**src/rav_pkg.sv**
```systemverilog
`default_nettype none
package rav_pkg;
    localparam int DATA_W    = 32;
    localparam int INERTIA_W = 31;
    localparam int TS_W      = 17;
    localparam int DG_W      = 22;
    localparam int CFG_W     = 22;
    localparam int DIV_W     = 48;
    localparam int KSUM_W    = 36;

    localparam logic [TS_W-1:0] TS_RESET = 17'd655;
    localparam logic [DG_W-1:0] DG_RESET = 22'd655360;

    localparam logic [0:0] CFG_TIME_STEP = 1'b0;
    localparam logic [0:0] CFG_DAMPING   = 1'b1;

    localparam logic [1:0] AX_X = 2'd0;
    localparam logic [1:0] AX_Y = 2'd1;
    localparam logic [1:0] AX_Z = 2'd2;

    localparam logic [1:0] STAGE_LAST = 2'd3;

    typedef logic [3:0] op_t;
    localparam op_t OP_NOP   = 4'd0;
    localparam op_t OP_LOAD  = 4'd1;
    localparam op_t OP_HDIV  = 4'd2;
    localparam op_t OP_HSAVE = 4'd3;
    localparam op_t OP_ARGS  = 4'd4;
    localparam op_t OP_MUL1  = 4'd5;
    localparam op_t OP_MUL2  = 4'd6;
    localparam op_t OP_NUM   = 4'd7;
    localparam op_t OP_QDIV  = 4'd8;
    localparam op_t OP_MUL3  = 4'd9;
    localparam op_t OP_ACC   = 4'd10;
    localparam op_t OP_MUL4  = 4'd11;
    localparam op_t OP_KSAVE = 4'd12;
    localparam op_t OP_WDIV  = 4'd13;
    localparam op_t OP_WUPD  = 4'd14;
    localparam op_t OP_OUT   = 4'd15;

    typedef struct packed {
        op_t        op;
        logic [1:0] axis;
        logic [1:0] stage;
    } rav_cmd_t;

    typedef struct packed {
        logic div_done;
    } rav_stat_t;

    typedef struct packed {
        logic signed [DATA_W-1:0] value;
        logic                     hit;
    } sat_t;

    localparam logic signed [65:0] VMAX66 = 66'sd2147483647;
    localparam logic signed [65:0] VMIN66 = -66'sd2147483648;
    localparam logic signed [DATA_W-1:0] VMAX = 32'sh7FFF_FFFF;
    localparam logic signed [DATA_W-1:0] VMIN = 32'sh8000_0000;

    function automatic sat_t sat32(input logic signed [65:0] v);
        sat_t r;
        if (v > VMAX66) begin
            r.value = VMAX;
            r.hit   = 1'b1;
        end else if (v < VMIN66) begin
            r.value = VMIN;
            r.hit   = 1'b1;
        end else begin
            r.value = v[DATA_W-1:0];
            r.hit   = 1'b0;
        end
        return r;
    endfunction
endpackage
`default_nettype wire

```
**src/rav_ctrl.sv**
```systemverilog
`default_nettype none
module rav_ctrl #(
    parameter int INNER_STEPS = 10
) (
    input  wire logic                aclk,
    input  wire logic                aresetn,
    input  wire logic                s_tvalid,
    output logic                     s_tready,
    output logic                     m_tvalid,
    input  wire logic                m_tready,
    output rav_pkg::rav_cmd_t        cmd,
    input  wire rav_pkg::rav_stat_t  stat
);
    import rav_pkg::*;

    localparam int SW = (INNER_STEPS > 1) ? $clog2(INNER_STEPS) : 1;
    localparam logic [SW-1:0] STEP_LAST = SW'(INNER_STEPS - 1);

    localparam logic [4:0] S_IDLE   = 5'd0;
    localparam logic [4:0] S_HDIV   = 5'd1;
    localparam logic [4:0] S_HSAVE  = 5'd3;
    localparam logic [4:0] S_ARGS   = 5'd4;
    localparam logic [4:0] S_MUL1   = 5'd5;
    localparam logic [4:0] S_MUL2   = 5'd6;
    localparam logic [4:0] S_NUM    = 5'd7;
    localparam logic [4:0] S_QDIV   = 5'd8;
    localparam logic [4:0] S_QWAIT  = 5'd9;
    localparam logic [4:0] S_MUL3   = 5'd10;
    localparam logic [4:0] S_ACC    = 5'd11;
    localparam logic [4:0] S_MUL4   = 5'd12;
    localparam logic [4:0] S_KSAVE  = 5'd13;
    localparam logic [4:0] S_WDIV   = 5'd14;
    localparam logic [4:0] S_WWAIT  = 5'd15;
    localparam logic [4:0] S_WUPD   = 5'd16;
    localparam logic [4:0] S_FINISH = 5'd17;

    logic [4:0]    state_reg, state_next;
    logic [1:0]    axis_reg, axis_next;
    logic [1:0]    stage_reg, stage_next;
    logic [SW-1:0] step_reg, step_next;
    logic          ovalid_reg, ovalid_next;
    op_t           op;
    logic          out_free;

    assign out_free = !ovalid_reg || m_tready;

    always_comb begin
        state_next  = state_reg;
        axis_next   = axis_reg;
        stage_next  = stage_reg;
        step_next   = step_reg;
        ovalid_next = ovalid_reg && !m_tready;
        op          = OP_NOP;
        unique case (state_reg)
            S_IDLE: if (s_tvalid) begin
                op = OP_LOAD;
                state_next = S_HDIV;
            end
            S_HDIV: begin
                op = OP_HDIV;
                state_next = S_HSAVE;
            end
            S_HSAVE: begin
                op = OP_HSAVE;
                step_next  = '0;
                stage_next = '0;
                axis_next  = AX_X;
                state_next = S_ARGS;
            end
            S_ARGS: begin
                op = OP_ARGS;
                axis_next  = AX_X;
                state_next = S_MUL1;
            end
            S_MUL1: begin op = OP_MUL1; state_next = S_MUL2; end
            S_MUL2: begin op = OP_MUL2; state_next = S_NUM; end
            S_NUM:  begin op = OP_NUM;  state_next = S_QDIV; end
            S_QDIV: begin op = OP_QDIV; state_next = S_QWAIT; end
            S_QWAIT: if (stat.div_done) state_next = S_MUL3;
            S_MUL3: begin op = OP_MUL3; state_next = S_ACC; end
            S_ACC:  begin op = OP_ACC;  state_next = S_MUL4; end
            S_MUL4: begin op = OP_MUL4; state_next = S_KSAVE; end
            S_KSAVE: begin
                op = OP_KSAVE;
                if (axis_reg == AX_Z) begin
                    axis_next = AX_X;
                    if (stage_reg == STAGE_LAST) begin
                        state_next = S_WDIV;
                    end else begin
                        stage_next = stage_reg + 2'd1;
                        state_next = S_ARGS;
                    end
                end else begin
                    axis_next  = axis_reg + 2'd1;
                    state_next = S_MUL1;
                end
            end
            S_WDIV: begin op = OP_WDIV; state_next = S_WWAIT; end
            S_WWAIT: if (stat.div_done) state_next = S_WUPD;
            S_WUPD: begin
                op = OP_WUPD;
                if (axis_reg == AX_Z) begin
                    axis_next  = AX_X;
                    stage_next = '0;
                    if (step_reg == STEP_LAST) begin
                        state_next = S_FINISH;
                    end else begin
                        step_next  = step_reg + SW'(1);
                        state_next = S_ARGS;
                    end
                end else begin
                    axis_next  = axis_reg + 2'd1;
                    state_next = S_WDIV;
                end
            end
            S_FINISH: if (out_free) begin
                op = OP_OUT;
                ovalid_next = 1'b1;
                state_next  = S_IDLE;
            end
            default: state_next = S_IDLE;
        endcase
    end

    always_ff @(posedge aclk) begin
        if (!aresetn) begin
            state_reg  <= S_IDLE;
            axis_reg   <= AX_X;
            stage_reg  <= '0;
            step_reg   <= '0;
            ovalid_reg <= 1'b0;
        end else begin
            state_reg  <= state_next;
            axis_reg   <= axis_next;
            stage_reg  <= stage_next;
            step_reg   <= step_next;
            ovalid_reg <= ovalid_next;
        end
    end

    assign cmd.op    = op;
    assign cmd.axis  = axis_reg;
    assign cmd.stage = stage_reg;
    assign s_tready  = (state_reg == S_IDLE);
    assign m_tvalid  = ovalid_reg;

    a_finish_sets_valid: assert property (@(posedge aclk) disable iff (!aresetn)
        (state_reg == S_FINISH && out_free) |=> ovalid_reg)
        else $error("finished result not presented");

    a_accept_leaves_idle: assert property (@(posedge aclk) disable iff (!aresetn)
        (s_tvalid && s_tready) |=> (state_reg == S_HDIV))
        else $error("accepted request did not start work");

    a_done_in_wait: assert property (@(posedge aclk) disable iff (!aresetn)
        stat.div_done |-> (state_reg == S_QWAIT || state_reg == S_WWAIT))
        else $error("divider finished outside a wait state");
endmodule
`default_nettype wire

```
**config.mk**
```make
export PLATFORM = sky130hd
export DESIGN_NAME = rav_ctrl
export DESIGN_NICKNAME = d
export VERILOG_FILES = /design/src/rav_pkg.sv /design/src/rav_ctrl.sv
export SDC_FILE = /design/constraint.sdc
export NUM_CORES = 1
export LEC_CHECK = 0
export ABC_AREA = 0
export BUFFER_PORTS_ARGS = -buffer_cell sky130_fd_sc_hd__buf_2
export CORE_MARGIN = 2
export CORE_UTILIZATION = 50
export CTS_BUF_LIST = sky130_fd_sc_hd__clkbuf_16
export DETAILED_ROUTE_END_ITERATION = 8
export PLACE_DENSITY = 0.81
export SETUP_SLACK_MARGIN = 0.05
export SLEW_MARGIN = 20
export SYNTH_ARGS = -nofsm -noshare
export SYNTH_HDL_FRONTEND = slang
export SYNTH_SLANG_ARGS = --single-unit
```
**constraint.sdc**
```tcl
create_clock -name aclk -period 1.7 [get_ports aclk]
set_input_delay 0.17 -clock aclk [delete_from_list [all_inputs] [get_ports aclk]]
set_output_delay 0.17 -clock aclk [all_outputs]
set_load 0.05 [all_outputs]
```
==> summary.md <==
| Metric | Value |
|---|---|
| Status | finished, violations left |
| Failing checks | negative setup slack |
| Max reg flops | 5 |
| ANT cells | 0 |
| Detail Route Antenna Nets | 0 |
| Clk sinks | 14 |
| Design Power | 1.60 mW |
| Final worst setup slack | -0.159 ns |
| Fillers | 161 |
| Least-Margin Pin Slew | 0.457 ns |
| Num CTS Buffers | 3 |
| Hold Path Class | input pin to flop |
| TritonCTS clock tree | yes |
| R2R cell count | 5 |
| EDFF count, synth | 0 |
| Final nets | 204 |
| Max_cap viols | 0 |
| Fin. max-slew vios | 0 |
| CP max FO | 4 |
| Placed cell areas | 1590 um2 |
| Register Area | 294 um2 |
| Post-DR wirelength/cell | 20.0 um |
| DP Worst Slack | 0.00789 ns |
| 1st-iter DRT viols | 66 |
| Core box area | 2450 um2 |
| Crit start category | flop |
| Mean post-synth cell area | 7.81 um2 |
| Vias in the first global route | 1381 |
| Synth top area share | 22.0% |
| Die outline width | 54.4 um |
| Detailed-route via count | 1489 |
| Worst Hold Launch | stat |
| Synth unique cells | 60 |
| Crit Path Category | flop to primary output |
| Hold path depth | 3 |
| Setup Viol. Count Final | 9 |
| Synth area leaders | dfxtp_1 (22%), a21oi_1 (4.3%), nand3b_1 (4.1%) |
| TritonRoute pass-1 iters | 4 |
| Share of layout cells above drive strength 1 | 48.2% |
| Power Dens Cells | 843 nW/um2 |
| CTS HTree Levels | 1 |
| R2R Setup Slk | -0.10 ns |
| Max-slew headroom | 69.3% |
| Pin count of the biggest net entering global routing | 18 |
| IO Port Bufs | 14 |
| Final hold violation count | 0 |
| GRT Total Usage | 29.0% |
| Final wirelength | 4490 um |
| Clock Skew | 0.00772 ns |
| Top_reg_cell synth | dfxtp_1 |
| Worst VDD drop | 1.10 mV |
| Synthesized area | 1270 um2 |
| Fmax | 538 MHz |
| Initial Util | 51.8% |
| I/O Pins | 15 |
| Async SR Flop Fraction | 0% |
| Syn Inst Count | 163 |
| Clock Pin Slew Worst Setup and Hold Paths | 0.05 ns |
| DP Wirelength | 2720 um |
| Clock Tree Buf Depth | 2 |
| Routability cong. | 0.884 |
| Die Y-Extent | 54.4 um |
| Final period util | 109% |
| Area of the multi-input gates | 1130 um2 |
| Register bit count reported by yosys | 14 |
| First-pass GRT wire length | 6120 um |
| Fin area | 1900 um2 |
| Clk root buf | clkbuf_16 |
| Residual DRC count | 0 |
| RSZ-0062 raised after global routing | yes |
| Register area share after synthesis | 22.0% |
| Ys Warns | 0 |
| Total gr overflow | 0 |
| Setup TNS Final | -0.696 ns |
| Required time worst endpoint | 1.53 ns |
| Antenna violations before repair | 0 |
| Die Area | 2960 um2 |
| RR Endpoint | state_reg[3] |
| Clk_lat worst skew | 0.26 ns |
| Crit. End Element | primary output |
| Hold Path End | state_reg[1] |
| Reg2Reg Launch Point | state_reg[2] |
| Min Clock Period, post-route | 1.86 ns |
| Worst EP arrival | 1.69 ns |
| Lkg Pwr | 0.723 nW |
| Synth area leader | dfxtp_1 |
| Syn nets | 171 |
| Syn-to-layout area delta | 49.1% |
| FP Rows | 18 |
| Via density per instance | 6.62 |
worst max-delay path by stage:
stage / startpoint / endpoint / slack (ns) / cells past startpoint
after floorplan: state_reg[2] / cmd[4] / -0.08 / 6
after CTS: state_reg[2] / cmd[4] / -0.14 / 5
final: state_reg[2] / cmd[4] / -0.16 / 5
after detailed placement: state_reg[2] / step_reg[3] / 0.008 / 5
after global placement: state_reg[3] / cmd[4] / 0.04 / 5
after global routing: state_reg[2] / cmd[6] / -0.21 / 7
where the power goes:
group / switching [mW] / total (mW) / internal, mW
sequential: 0.0262 / 0.371 / 0.344
combinational: 0.430 / 0.746 / 0.316
clock: 0.168 / 0.481 / 0.313
total: 0.624 / 1.60 / 0.974
layout by cell type (no fill, tap or decap), types with 4 or more instances in the layout:
master and count:
nand2_1 8, dfxtp_1 5, a21oi_2 5, buf_6 12, nand2b_1 4, nand3b_1 7
a21oi_1 6, inv_1 4, nor2_1 8, dfxtp_2 8, buf_4 21, buf_2 9
nor2b_1 5, o21ai_1 4
logic make-up after synthesis:
kind of cell,synth area share (%)
muxes,3.24
and+or+nand+nor,36.5
xor gates and xnor gates,1.38
buffers and inverters,7.47
AOI/OAI and AO/OA,26.5
adders and majority gates,2.95
DFF,22.0
through the flow:
stage	std cells	hold slack [ns]	utilization [%]
2_1_floorplan	163	0.316	-
6_report	225	0.222	77.3
4_1_cts	225	0.234	72.0
3_3_place_gp	219	0.463	64.9
5_1_grt	225	0.236	77.3
3_5_place_dp	219	0.482	64.9
layout make-up:
type                            instances  share of cell area, %
Inverter                                6                   1.19
Timing Repair Buffer                   42                   17.8
Sequential cell                        14                   15.5
Clock buffer                            3                   3.96
Tap cell                               30                   1.98
Multi-Input combinational cell        129                   59.4
Clock inverter                          1                  0.198
critical path, stage by stage (launching register included):
cell     delay [ns]
dfxtp_2        0.35
or4b_4         0.54
a21oi_2        0.15
a21oi_2        0.06
o22ai_4        0.15
buf_6          0.18
cell usage after synthesis, types with 4 or more instances:
master and instances:
a21oi_1 11, buf_2 4, clkbuf_1 6, dfxtp_1 14, inv_1 5, nand2_1 8, nand2b_1 4, nand3b_1 7
nor2_1 11, nor2b_1 7, nor3_1 4, o22ai_1 4, or4_1 4
per-layer routing:
metal	part of all wire, %	global-route usage (%)	vias up
li1	-	-	677
met4	5.2	15.0	0
met3	7.4	5.19	27
met2	51	51.2	78
met5	0	0	-
met1	37	33.0	707
what timing repair did:
action                     4_1_cts  5_1_grt
setup endpoints to repair       12       15
buffers inserted                 2        0
pin swaps                       11       16
hold buffers                     0        0
gates resized for setup         24       31
Note: power is estimated with default switching activity, not from simulation.
